[src/rtl/sha256_pkg.sv]
// SHA-256 stream hasher package: constants, types and round functions.
// Used by the datapath, controller and top; depends on nothing.
`default_nettype none
package sha256_pkg;

    localparam int WordW   = 32;
    localparam int CountW  = 61;
    localparam int BufD    = 64;
    localparam int BufAw   = 6;
    localparam int PadPos  = 56;

    localparam logic [7:0] PadByte = 8'h80;

    // Round constants.
    localparam logic [31:0] RoundK [64] = '{
        32'h428a2f98, 32'h71374491, 32'hb5c0fbcf, 32'he9b5dba5, 32'h3956c25b, 32'h59f111f1,
        32'h923f82a4, 32'hab1c5ed5, 32'hd807aa98, 32'h12835b01, 32'h243185be, 32'h550c7dc3,
        32'h72be5d74, 32'h80deb1fe, 32'h9bdc06a7, 32'hc19bf174, 32'he49b69c1, 32'hefbe4786,
        32'h0fc19dc6, 32'h240ca1cc, 32'h2de92c6f, 32'h4a7484aa, 32'h5cb0a9dc, 32'h76f988da,
        32'h983e5152, 32'ha831c66d, 32'hb00327c8, 32'hbf597fc7, 32'hc6e00bf3, 32'hd5a79147,
        32'h06ca6351, 32'h14292967, 32'h27b70a85, 32'h2e1b2138, 32'h4d2c6dfc, 32'h53380d13,
        32'h650a7354, 32'h766a0abb, 32'h81c2c92e, 32'h92722c85, 32'ha2bfe8a1, 32'ha81a664b,
        32'hc24b8b70, 32'hc76c51a3, 32'hd192e819, 32'hd6990624, 32'hf40e3585, 32'h106aa070,
        32'h19a4c116, 32'h1e376c08, 32'h2748774c, 32'h34b0bcb5, 32'h391c0cb3, 32'h4ed8aa4a,
        32'h5b9cca4f, 32'h682e6ff3, 32'h748f82ee, 32'h78a5636f, 32'h84c87814, 32'h8cc70208,
        32'h90befffa, 32'ha4506ceb, 32'hbef9a3f7, 32'hc67178f2
    };

    // Initial chaining values.
    localparam logic [31:0] InitH [8] = '{
        32'h6a09e667, 32'hbb67ae85, 32'h3c6ef372, 32'ha54ff53a,
        32'h510e527f, 32'h9b05688c, 32'h1f83d9ab, 32'h5be0cd19
    };

    // Commands from the controller to the datapath.
    typedef struct packed {
        logic       init_chain;  // load initial chaining words
        logic       wr_byte;     // write a byte into the block buffer
        logic [1:0] wr_sel;      // byte source select
        logic [5:0] wr_addr;
        logic       start_blk;   // load working vars from chain, clear round counter
        logic       round;       // run one round
        logic       fold;        // add working vars into chain
        logic       shift_out;   // rotate chain words for output
    } t_cmd;

    localparam logic [1:0] SelData = 2'd0;
    localparam logic [1:0] SelPad  = 2'd1;
    localparam logic [1:0] SelZero = 2'd2;
    localparam logic [1:0] SelLen  = 2'd3;

    function automatic logic [31:0] ror(input logic [31:0] v, input int n);
        ror = (v >> n) | (v << (32 - n));
    endfunction

endpackage
`default_nettype wire

[src/rtl/sha256_if.sv]
// Valid/ready stream interfaces for the hasher's input and output.
// Depends on nothing.
`default_nettype none
interface sha256_in_if;
    logic       valid;
    logic       ready;
    logic [7:0] data_byte;
    logic       byte_valid;
    logic       last;
    modport source (output valid, data_byte, byte_valid, last, input ready);
    modport sink   (input valid, data_byte, byte_valid, last, output ready);
endinterface

interface sha256_out_if;
    logic        valid;
    logic        ready;
    logic [31:0] digest_word;
    logic [2:0]  word_index;
    logic        last_word;
    modport source (output valid, digest_word, word_index, last_word, input ready);
    modport sink   (input valid, digest_word, word_index, last_word, output ready);
endinterface
`default_nettype wire

[src/rtl/sha256_ram.sv]
// Generic single-port-write, single-read RAM with registered read.
// Depends on nothing.
`default_nettype none
module sha256_ram #(
    parameter int Width = 8,
    parameter int Depth = 64
) (
    input  wire logic                     i_clk,
    input  wire logic                     i_we,
    input  wire logic [$clog2(Depth)-1:0] i_waddr,
    input  wire logic [Width-1:0]         i_wdata,
    input  wire logic [$clog2(Depth)-1:0] i_raddr,
    output logic [Width-1:0]              o_rdata
);
    logic [Width-1:0] r_mem [Depth];

    // Write port and registered read port.
    always_ff @(posedge i_clk) begin
        if (i_we) begin
            r_mem[i_waddr] <= i_wdata;
        end
        o_rdata <= r_mem[i_raddr];
    end
endmodule
`default_nettype wire

[src/rtl/sha256_dp.sv]
// Datapath: block buffer, message schedule window, round unit, chain words.
// Depends on sha256_pkg and sha256_ram.
`default_nettype none
module sha256_dp (
    input  wire logic                i_clk,
    input  wire sha256_pkg::t_cmd    i_cmd,
    input  wire logic [7:0]          i_data,
    input  wire logic [63:0]         i_len_bits,
    input  wire logic [5:0]          i_rd_addr,
    input  wire logic                i_load_w,   // shift a buffer byte into the schedule
    output logic [31:0]              o_head
);
    logic [7:0]  len_byte;
    logic [7:0]  wr_data;
    logic [7:0]  rd_data;
    logic [31:0] r_w [16];
    logic [31:0] r_v [8];
    logic [31:0] r_h [8];
    logic [5:0]  r_rnd;
    logic [31:0] w_cur, w_new, s0, s1, t1, t2, e, a;

    // Length byte: address 56 holds the top byte.
    assign len_byte = i_len_bits[8*(7 - i_cmd.wr_addr[2:0]) +: 8];

    always_comb begin
        case (i_cmd.wr_sel)
            sha256_pkg::SelData: wr_data = i_data;
            sha256_pkg::SelPad:  wr_data = sha256_pkg::PadByte;
            sha256_pkg::SelZero: wr_data = 8'd0;
            default:             wr_data = len_byte;
        endcase
    end

    sha256_ram #(.Width(8), .Depth(sha256_pkg::BufD)) u_buf (
        .i_clk  (i_clk),
        .i_we   (i_cmd.wr_byte),
        .i_waddr(i_cmd.wr_addr),
        .i_wdata(wr_data),
        .i_raddr(i_rd_addr),
        .o_rdata(rd_data)
    );

    // Schedule: rounds 0..15 use loaded words, later ones the recurrence.
    assign s0    = sha256_pkg::ror(r_w[1], 7) ^ sha256_pkg::ror(r_w[1], 18) ^ (r_w[1] >> 3);
    assign s1    = sha256_pkg::ror(r_w[14], 17) ^ sha256_pkg::ror(r_w[14], 19)
                 ^ (r_w[14] >> 10);
    assign w_new = r_w[0] + s0 + r_w[9] + s1;
    assign w_cur = (r_rnd < 6'd16) ? r_w[r_rnd[3:0]] : w_new;

    assign e  = r_v[4];
    assign a  = r_v[0];
    assign t1 = r_v[7] + (sha256_pkg::ror(e, 6) ^ sha256_pkg::ror(e, 11) ^ sha256_pkg::ror(e, 25))
              + ((e & r_v[5]) ^ (~e & r_v[6])) + sha256_pkg::RoundK[r_rnd] + w_cur;
    assign t2 = (sha256_pkg::ror(a, 2) ^ sha256_pkg::ror(a, 13) ^ sha256_pkg::ror(a, 22))
              + ((a & r_v[1]) ^ (a & r_v[2]) ^ (r_v[1] & r_v[2]));

    // Schedule window.
    always_ff @(posedge i_clk) begin
        if (i_load_w) begin
            for (int i = 0; i < 15; i++) begin
                r_w[i] <= {r_w[i][23:0], r_w[i+1][31:24]};
            end
            r_w[15] <= {r_w[15][23:0], rd_data};
        end else if (i_cmd.round && r_rnd >= 6'd16) begin
            for (int i = 0; i < 15; i++) begin
                r_w[i] <= r_w[i+1];
            end
            r_w[15] <= w_new;
        end
    end

    // Working variables and round counter.
    always_ff @(posedge i_clk) begin
        if (i_cmd.start_blk) begin
            r_v   <= r_h;
            r_rnd <= '0;
        end else if (i_cmd.round) begin
            r_v[7] <= r_v[6];
            r_v[6] <= r_v[5];
            r_v[5] <= e;
            r_v[4] <= r_v[3] + t1;
            r_v[3] <= r_v[2];
            r_v[2] <= r_v[1];
            r_v[1] <= a;
            r_v[0] <= t1 + t2;
            r_rnd  <= r_rnd + 6'd1;
        end
    end

    // Chain words.
    always_ff @(posedge i_clk) begin
        if (i_cmd.init_chain) begin
            r_h <= sha256_pkg::InitH;
        end else if (i_cmd.fold) begin
            for (int i = 0; i < 8; i++) begin
                r_h[i] <= r_h[i] + r_v[i];
            end
        end else if (i_cmd.shift_out) begin
            for (int i = 0; i < 7; i++) begin
                r_h[i] <= r_h[i+1];
            end
            r_h[7] <= r_h[0];
        end
    end

    assign o_head = r_h[0];
endmodule
`default_nettype wire

[src/rtl/sha256_ctrl.sv]
// Controller: byte intake, padding sweep, block load and round sequencing,
// digest output. Depends on sha256_pkg.
`default_nettype none
module sha256_ctrl (
    input  wire logic              i_clk,
    input  wire logic              i_rst_n,
    input  wire logic              i_in_fire,
    input  wire logic              i_byte_valid,
    input  wire logic              i_last,
    input  wire logic              i_out_fire,
    output logic                   o_in_ready,
    output logic                   o_out_valid,
    output logic [2:0]             o_word_index,
    output sha256_pkg::t_cmd       o_cmd,
    output logic [63:0]            o_len_bits,
    output logic [5:0]             o_rd_addr,
    output logic                   o_load_w
);
    typedef enum logic [6:0] {
        ST_IDLE  = 7'b0000001,
        ST_PAD   = 7'b0000010,  // write 0x80 / zeros / length
        ST_LOAD  = 7'b0000100,  // read 64 bytes into schedule
        ST_RND   = 7'b0001000,
        ST_FOLD  = 7'b0010000,
        ST_OUT   = 7'b0100000,
        ST_INIT  = 7'b1000000
    } t_state;

    t_state r_state, n_state;
    logic [60:0] r_count, n_count;
    logic [6:0]  r_idx, n_idx;         // sweep / load index
    logic [5:0]  r_rc, n_rc;           // rounds done
    logic        r_final, n_final;     // this block is the last one
    logic        r_padding, n_padding; // within message end
    logic        r_extra, n_extra;     // an extra block follows
    logic [2:0]  r_oi, n_oi;
    logic [5:0]  pos;

    assign pos        = r_count[5:0];
    assign o_len_bits = {r_count, 3'b000};
    assign o_in_ready = (r_state == ST_IDLE);
    assign o_out_valid = (r_state == ST_OUT);
    assign o_word_index = r_oi;
    assign o_rd_addr  = r_idx[5:0];
    assign o_load_w   = (r_state == ST_LOAD) && (r_idx != 7'd0);

    always_comb begin
        n_state   = r_state;
        n_count   = r_count;
        n_idx     = r_idx;
        n_rc      = r_rc;
        n_final   = r_final;
        n_padding = r_padding;
        n_extra   = r_extra;
        n_oi      = r_oi;
        o_cmd     = '0;
        o_cmd.wr_addr = r_idx[5:0];
        case (r_state)
            ST_IDLE: begin
                o_cmd.wr_addr = pos;
                if (i_in_fire) begin
                    if (i_byte_valid) begin
                        o_cmd.wr_byte = 1'b1;
                        o_cmd.wr_sel  = sha256_pkg::SelData;
                        n_count = r_count + 61'd1;
                    end
                    n_final   = 1'b0;
                    n_padding = i_last;
                    n_idx     = 7'd0;
                    if (i_byte_valid && pos == 6'd63) begin
                        n_state = ST_LOAD;
                    end else if (i_last) begin
                        n_state = ST_PAD;
                        n_idx   = {1'b0, pos} + {6'd0, i_byte_valid};
                        n_extra = ({1'b0, pos} + {6'd0, i_byte_valid}) >= 7'(sha256_pkg::PadPos);
                        n_final = !(({1'b0, pos} + {6'd0, i_byte_valid}) >= 7'(sha256_pkg::PadPos));
                    end
                end
            end
            ST_PAD: begin
                // First entry after the message gets 0x80; the rest zero or length.
                o_cmd.wr_byte = 1'b1;
                if (r_idx[5:0] == r_count[5:0] && !r_extra && !r_final) begin
                    o_cmd.wr_sel = sha256_pkg::SelPad;
                end else if (r_idx[5:0] == r_count[5:0] && r_padding) begin
                    o_cmd.wr_sel = sha256_pkg::SelPad;
                end else if (r_final && r_idx >= 7'(sha256_pkg::PadPos)) begin
                    o_cmd.wr_sel = sha256_pkg::SelLen;
                end else begin
                    o_cmd.wr_sel = sha256_pkg::SelZero;
                end
                n_padding = 1'b0;
                n_idx = r_idx + 7'd1;
                if (r_idx == 7'd63) begin
                    n_state = ST_LOAD;
                    n_idx   = 7'd0;
                end
            end
            ST_LOAD: begin
                n_idx = r_idx + 7'd1;
                if (r_idx == 7'd64) begin
                    n_state = ST_RND;
                    o_cmd.start_blk = 1'b1;
                    n_rc = 6'd0;
                end
            end
            ST_RND: begin
                o_cmd.round = 1'b1;
                n_rc = r_rc + 6'd1;
                if (r_rc == 6'd63) begin
                    n_state = ST_FOLD;
                end
            end
            ST_FOLD: begin
                o_cmd.fold = 1'b1;
                n_idx = 7'd0;
                if (r_final) begin
                    n_state = ST_OUT;
                    n_oi    = 3'd0;
                end else if (r_padding) begin
                    // Byte completed a block and the message ends here.
                    n_state = ST_PAD;
                    n_final = 1'b1;
                    n_extra = 1'b0;
                end else if (r_extra) begin
                    n_state = ST_PAD;
                    n_final = 1'b1;
                    n_extra = 1'b0;
                end else begin
                    n_state = ST_IDLE;
                end
            end
            ST_OUT: begin
                if (i_out_fire) begin
                    o_cmd.shift_out = 1'b1;
                    n_oi = r_oi + 3'd1;
                    if (r_oi == 3'd7) begin
                        n_state = ST_INIT;
                    end
                end
            end
            ST_INIT: begin
                o_cmd.init_chain = 1'b1;
                n_count = '0;
                n_state = ST_IDLE;
            end
            default: n_state = ST_INIT;
        endcase
    end

    always_ff @(posedge i_clk) begin
        if (!i_rst_n) begin
            r_state   <= ST_INIT;
            r_count   <= '0;
            r_idx     <= '0;
            r_rc      <= '0;
            r_final   <= 1'b0;
            r_padding <= 1'b0;
            r_extra   <= 1'b0;
            r_oi      <= '0;
        end else begin
            r_state   <= n_state;
            r_count   <= n_count;
            r_idx     <= n_idx;
            r_rc      <= n_rc;
            r_final   <= n_final;
            r_padding <= n_padding;
            r_extra   <= n_extra;
            r_oi      <= n_oi;
        end
    end

    // Input is only taken while idle.
    a_in_idle: assert property (@(posedge i_clk) disable iff (!i_rst_n)
        i_in_fire |-> r_state == ST_IDLE) else $error("input taken while busy");
    // Digest words advance in order.
    a_oi_step: assert property (@(posedge i_clk) disable iff (!i_rst_n)
        (r_state == ST_OUT && i_out_fire && r_oi != 3'd7) |=> r_oi == $past(r_oi) + 3'd1)
        else $error("word index skipped");
    // Rounds run exactly 64 times before folding.
    a_fold: assert property (@(posedge i_clk) disable iff (!i_rst_n)
        r_state == ST_FOLD |-> r_rc == 6'd0) else $error("round count wrong at fold");
endmodule
`default_nettype wire

[src/rtl/sha256_stream_hasher_top.sv]
// SHA-256 stream hasher: one message byte per input request, eight
// digest words per finished message. The controller sequences a
// buffer/round datapath. Depends on sha256_pkg, sha256_if and submodules.
//
// Input channel: data_byte, byte_valid, last. A byte without last that
// does not fill the block is written to the buffer and input stays ready.
// A byte that fills the 64-byte block starts the buffer read-out into the
// schedule, then 64 rounds, one per cycle, then the fold; no input is
// taken meanwhile.
// An item with last sweeps the rest of the buffer for padding, compresses
// once or twice, then presents eight digest words, word 0 first,
// last_word on word 7.
// Output words are held while the receiver stalls; no new input is taken
// until the eighth word is taken and ST_INIT has returned the chain to
// its initial values. Reset also enters ST_INIT to load them.
`default_nettype none
module sha256_stream_hasher_top (
    input  wire logic  i_clk,
    input  wire logic  i_rst_n,
    sha256_in_if.sink    i_in,
    sha256_out_if.source o_out
);
    sha256_pkg::t_cmd cmd;
    logic [63:0] len_bits;
    logic [5:0]  rd_addr;
    logic        load_w;
    logic [31:0] head;
    logic        in_fire, out_fire;

    assign in_fire  = i_in.valid && i_in.ready;
    assign out_fire = o_out.valid && o_out.ready;

    sha256_ctrl u_ctrl (
        .i_clk       (i_clk),
        .i_rst_n     (i_rst_n),
        .i_in_fire   (in_fire),
        .i_byte_valid(i_in.byte_valid),
        .i_last      (i_in.last),
        .i_out_fire  (out_fire),
        .o_in_ready  (i_in.ready),
        .o_out_valid (o_out.valid),
        .o_word_index(o_out.word_index),
        .o_cmd       (cmd),
        .o_len_bits  (len_bits),
        .o_rd_addr   (rd_addr),
        .o_load_w    (load_w)
    );

    sha256_dp u_dp (
        .i_clk     (i_clk),
        .i_cmd     (cmd),
        .i_data    (i_in.data_byte),
        .i_len_bits(len_bits),
        .i_rd_addr (rd_addr),
        .i_load_w  (load_w),
        .o_head    (head)
    );

    assign o_out.digest_word = head;
    assign o_out.last_word   = (o_out.word_index == 3'd7);
endmodule
`default_nettype wire
[src/flat_wrapper.sv]
// flat-port wrapper written by rule: the top's interface ports become plain ports
module sha256_stream_hasher_top_flat 
  (i_clk, i_rst_n, i_in_valid, i_in_data_byte, i_in_byte_valid, i_in_last, i_in_ready, o_out_valid, o_out_digest_word, o_out_word_index, o_out_last_word, o_out_ready);
  sha256_in_if i_in_i ();
  sha256_out_if o_out_i ();
  input  wire logic i_clk;
  input  wire logic i_rst_n;
  input wire logic [$bits(i_in_i.valid)-1:0] i_in_valid;
  input wire logic [$bits(i_in_i.data_byte)-1:0] i_in_data_byte;
  input wire logic [$bits(i_in_i.byte_valid)-1:0] i_in_byte_valid;
  input wire logic [$bits(i_in_i.last)-1:0] i_in_last;
  output wire logic [$bits(i_in_i.ready)-1:0] i_in_ready;
  output wire logic [$bits(o_out_i.valid)-1:0] o_out_valid;
  output wire logic [$bits(o_out_i.digest_word)-1:0] o_out_digest_word;
  output wire logic [$bits(o_out_i.word_index)-1:0] o_out_word_index;
  output wire logic [$bits(o_out_i.last_word)-1:0] o_out_last_word;
  input wire logic [$bits(o_out_i.ready)-1:0] o_out_ready;
  assign i_in_i.valid = i_in_valid;
  assign i_in_i.data_byte = i_in_data_byte;
  assign i_in_i.byte_valid = i_in_byte_valid;
  assign i_in_i.last = i_in_last;
  assign i_in_ready = i_in_i.ready;
  assign o_out_valid = o_out_i.valid;
  assign o_out_digest_word = o_out_i.digest_word;
  assign o_out_word_index = o_out_i.word_index;
  assign o_out_last_word = o_out_i.last_word;
  assign o_out_i.ready = o_out_ready;
  sha256_stream_hasher_top u_core (.i_clk(i_clk), .i_rst_n(i_rst_n), .i_in(i_in_i), .o_out(o_out_i));
endmodule
[config.mk]
export PLATFORM = sky130hd
export DESIGN_NAME = sha256_stream_hasher_top_flat
export DESIGN_NICKNAME = d
export VERILOG_FILES = /design/src/rtl/sha256_pkg.sv /design/src/rtl/sha256_if.sv /design/src/rtl/sha256_ram.sv /design/src/rtl/sha256_dp.sv /design/src/rtl/sha256_ctrl.sv /design/src/rtl/sha256_stream_hasher_top.sv /design/src/flat_wrapper.sv
export SDC_FILE = /design/constraint.sdc
export NUM_CORES = 2
export LEC_CHECK = 0
export ABC_CLOCK_PERIOD_IN_PS = 20200
export BUFFER_PORTS_ARGS = -buffer_cell sky130_fd_sc_hd__buf_2
export CAP_MARGIN = 25
export CORE_ASPECT_RATIO = 1.1
export CORE_MARGIN = 4
export CORE_UTILIZATION = 40
export CTS_BUF_LIST = sky130_fd_sc_hd__clkbuf_16
export DETAILED_ROUTE_END_ITERATION = 10
export GPL_TIMING_DRIVEN = 0
export PLACE_DENSITY = 0.59
export REMOVE_ABC_BUFFERS = 1
export SETUP_SLACK_MARGIN = 0.4
export SYNTH_ARGS = -nofsm -noshare
export SYNTH_HDL_FRONTEND = slang
export SYNTH_SLANG_ARGS = --single-unit
export TNS_END_PERCENT = 50
[constraint.sdc]
create_clock -name i_clk -period 20.2 [get_ports i_clk]
set_input_delay 1.01 -clock i_clk [delete_from_list [all_inputs] [get_ports i_clk]]
set_output_delay 1.01 -clock i_clk [all_outputs]
set_load 0.02 [all_outputs]
==> Flow_metrics.wiki <==
{| class="wikitable"
! Metric !! Value
|-
| Worst setup path category || reg -> reg
|-
| Number of buffers on the longest clock path || 4
|-
| Worst-case reg-to-reg path depth || 46
|-
| Met2 usage in global routing || a little under two fifths
|-
| Max FO, Critical Path || 6
|-
| Die W || 484.6 um
|-
| Clock skew after layout || 0.1081 ns
|-
| Global route total overflow || 0
|-
| Worst supply voltage drop on vdd || 0.1332 mV
|-
| Antenna violations before repair || 4
|-
| Biggest cell delay along the critical path || approximately 0.9 ns
|-
| Core occupancy in the finished layout || around 45%
|-
| Proportion of synthesized chip area in sequential cells || 45.70%
|-
| Final non-filler cell area || approximately 110,000 um^2
|-
| Library cell contributing the largest single delay on the critical path || sky130_fd_sc_hd__mux2i_1
|-
| Most common cell on crit path || sky130_fd_sc_hd__o21ai_0
|-
| Hold depth || 3
|-
| Initial Utilization || 40.19%
|-
| Leak || 41.81 nW
|-
| Gates resized, CTS repair || 0
|-
| Data arrival, critical path || 12.75 ns
|-
| Total Neg Setup Slack || 0 ns
|-
| Detailed placer's ending HPWL || approximately 220 mm
|-
| Distinct cells, synth || 85
|-
| Post-synth top area cell || sky130_fd_sc_hd__edfxtp_1
|-
| Total setup violations reported at the end of the flow || 0
|-
| Critical path startpoint category || flip-flop
|-
| Net count of the finished layout || 9,845
|-
| Port buffer count || 51
|-
| Final hold vios || 0
|-
| Top cells by area in the synthesized netlist || sky130_fd_sc_hd__edfxtp_1 38%, sky130_fd_sc_hd__mux4_2 7.5%, sky130_fd_sc_hd__dfxtp_1 7.2%
|-
| Share of the synthesized netlist area taken by xor and xnor gates || approximately 5.6%
|-
| I/O Pins || 52
|-
| Height of the die || 532.2 um
|-
| Post-synthesis average cell area || 10.63 um^2
|-
| Share of synthesized cell area in full adder, half adder and majority cells || 9.193%
|-
| Clock latency of the later-clocked register in the worst-skew pair || between 0.8 and 0.9 ns
|-
| Most common library cell in the layout ignoring fill and taps || sky130_fd_sc_hd__nand2_1
|-
| Clock root buffer || sky130_fd_sc_hd__clkbuf_16
|-
| Final clock period utilization by the worst path || about three fifths
|-
| Crit path required time || 20.74 ns
|-
| Cell count after placement || 12,320
|-
| Global Route met1 Usage || a little under 30%
|-
| Via count of the routed design || 72,370
|-
| Netlist area before placement || 99,930 um^2
|-
| Most used flip-flop cell after synthesis || sky130_fd_sc_hd__edfxtp_1
|-
| Unrepaired setup endpoints after global routing || false
|-
| Post-synthesis sequential element count || 1,641
|-
| # Post-CTS Setup Buffers || 0
|-
| Power density of the placed cells || 103.1 nW/um^2
|-
| CTS clk-pin slew, worst paths || roughly 0.060 ns
|-
| Grt peak-use layer || met2
|-
| Total number of clock tree sinks || ~1,600
|-
| GRT Util Overall || 22.51%
|-
| Normalized max-slew margin || 25.86%
|-
| Post-DR vias/cell || 5.714
|-
| Number of global-route vias before repair || 70,810
|-
| Area overhead of the layout relative to synthesis || 10.96%
|-
| Hold/Removal Path Class || in -> reg
|-
| Share of Yosys cell area claimed by the top area cell type || 38.46%
|-
| Syn. warnings || 0
|-
| Commonest non-fill, non-tap cells in the layout || 1,864 x sky130_fd_sc_hd__nand2_1, 1,280 x sky130_fd_sc_hd__edfxtp_1, 572 x sky130_fd_sc_hd__a21oi_1
|-
| Drc violations || 0
|-
| Number of standard cells in the layout, taps in and fillers out || 12,670
|-
| Asr flop ratio synth || 0%
|-
| H-tree depth || 4
|-
| Post-synthesis compound-gate area fraction || roughly 11%
|-
| Slew at the pin with the worst max-slew slack || between 1 and 1.5 ns
|-
| Status || finished, final reports clean
|-
| Number of standard cells after synthesis || 9,403
|-
| Global routing met3 resource utilization || 3.230%
|-
| Count of pins over their slew limit || 0
|-
| Number of flops mapped to enable cells by yosys || 1,280
|-
| Post-detailed-route count of antenna-violating nets || 0
|-
| Period minus WS final || 12.20 ns
|-
| Hold bufs inserted after CTS || 0
|-
| Total die area || 257,900 um^2
|-
| Placer Congestion || 0.9318
|-
| Number of rows created at floorplan || 192
|-
| Average wire per standard cell || 23.59 um
|-
| Largest net degree at the start of global routing || 100
|-
| Final wirelength || 298.8 mm
|-
| Global-route wire length before repair || between 400 and 500 mm
|-
| Cell area after placement || 105,100 um^2
|-
| Combinational family with the most area after synthesis || simple AND/OR/NAND/NOR gates
|-
| Cts bufs inserted || 189
|-
| Max-cap check violation count || 0
|-
| Share of post-route cells with drive strength above 1 || 12.95%
|-
| Area share of and/or/nand/nor cells after synthesis || 12.27%
|-
| Detailed-routing iteration count for the pre-antenna-repair pass || 6
|-
| Detailed Route Iter0 Violations || 7,113
|-
| Clock tree from TritonCTS || built
|-
| Element type at the critical path end || flip-flop
|-
| Maximum operating frequency || a little over 80 MHz
|-
| Mux contribution to synthesized area || about an eighth
|-
| Core footprint || between 200,000 and 250,000 um^2
|}
[sequential cells by signal, indices dropped and copies added (netlist names), named ones only]
register                    flops
u_core.u_dp.u_buf.o_rdata       8
u_core.u_ctrl.r_final           1
u_core.u_dp.r_rnd               6
u_core.u_dp.u_buf.r_mem       512
u_core.u_ctrl.r_state           7
u_core.u_dp.o_head             32
u_core.u_dp.a                  32
u_core.u_dp.r_w               512
u_core.u_dp.e                  32
u_core.u_dp.r_v               192
u_core.u_dp.r_h               224
u_core.u_ctrl.r_rc              6
u_core.u_ctrl.r_extra           1
u_core.u_ctrl.o_word_index      3
u_core.u_ctrl.r_padding         1
u_core.u_ctrl.r_idx             7
u_core.u_ctrl.r_count          61
[metrics by stage]
step	total power, W	hold WS, ns	worst slack (ns)
after floorplan	0.006990	0.4518	-9.090
after global placement	0.008073	0.4668	-54.56
after detailed placement	0.008150	0.4806	8.320
after CTS	0.01146	0.3684	8.221
after global routing	0.01207	0.4329	7.368
final	0.01143	0.4336	7.999
[cells in the mapped netlist, drive strengths merged (76+ instances only)]
cell type	count
xor2	240
ha	415
mux2	349
a21oi	573
inv	467
mux4	333
buf	116
nand2	1869
fa	197
dfxtp	361
xnor2	398
edfxtp	1280
clkbuf	459
nor3	81
o21a	76
a21o	172
o21ai	425
nor2	492
nand3	161
[kinds of logic (layout without fill, tap and decap cells)]
logic type | Yosys count | after routing
AND/OR/NAND/NOR | 2939 | 2939
AO/OA/AOI/OAI | 1784 | 1784
flip-flops | 1641 | 1641
buffers and inverters | 1044 | 1006
multiplexers | 740 | 740
XOR/XNOR | 638 | 638
adder cells (fa/ha/maj) | 617 | 617
other | 0 | 2
[worst max-delay path, delay by kind of cell, from the launching register on]
family / cells / cell delay [ns]
AO/OA/AOI/OAI: 17 / 3.95
XOR/XNOR: 5 / 1.05
adder cells (fa/ha/maj): 9 / 3.77
buffers and inverters: 7 / 0.50
flip-flops: 1 / 0.62
multiplexers: 1 / 0.88
AND/OR/NAND/NOR: 7 / 1.14
[layout make-up]
class | count | area [um^2]
multi-input combinational | 6718 | 50380
sequential | 1641 | 45700
antenna | 2 | 5.005
fill | 23020 | 137800
clock inverter | 146 | 997.2
clock buffer | 191 | 4780
timing repair buffer | 200 | 3133
tap | 3298 | 4126
inverter | 469 | 1760
[power by group]
group / total [W] / switching (W) / internal, W
Combinational: 0.00428 / 0.00252 / 0.00176
Sequential: 0.00386 / 0.0000437 / 0.00382
Clock: 0.00328 / 0.00143 / 0.00185
Total: 0.0114 / 0.00400 / 0.00743
[path summary, 6_finish.rpt]
check	start	to	slack [ns]
worst max-delay path	u_core.u_dp.r_w[1][9]$_DFFE_PP_	u_core.u_dp.a[31]$_DFFE_PP_	8.00
worst min-delay path	i_in_last	u_core.u_ctrl.r_padding$_SDFFE_PN0P_	0.43
worst max register to register	u_core.u_dp.r_w[1][9]$_DFFE_PP_	u_core.u_dp.a[31]$_DFFE_PP_	8.00
worst min register to register	u_core.u_ctrl.r_rc[5]$_SDFFE_PN0P_	u_core.u_ctrl.r_rc[5]$_SDFFE_PN0P_	0.48
[routing by layer]
layer	up-vias	share of wire, %
li1	33290	-
met1	36140	42
met2	2335	47
met3	607	6.1
met4	0	5.1
met5	-	0
Power figures use the tool's default switching activity.
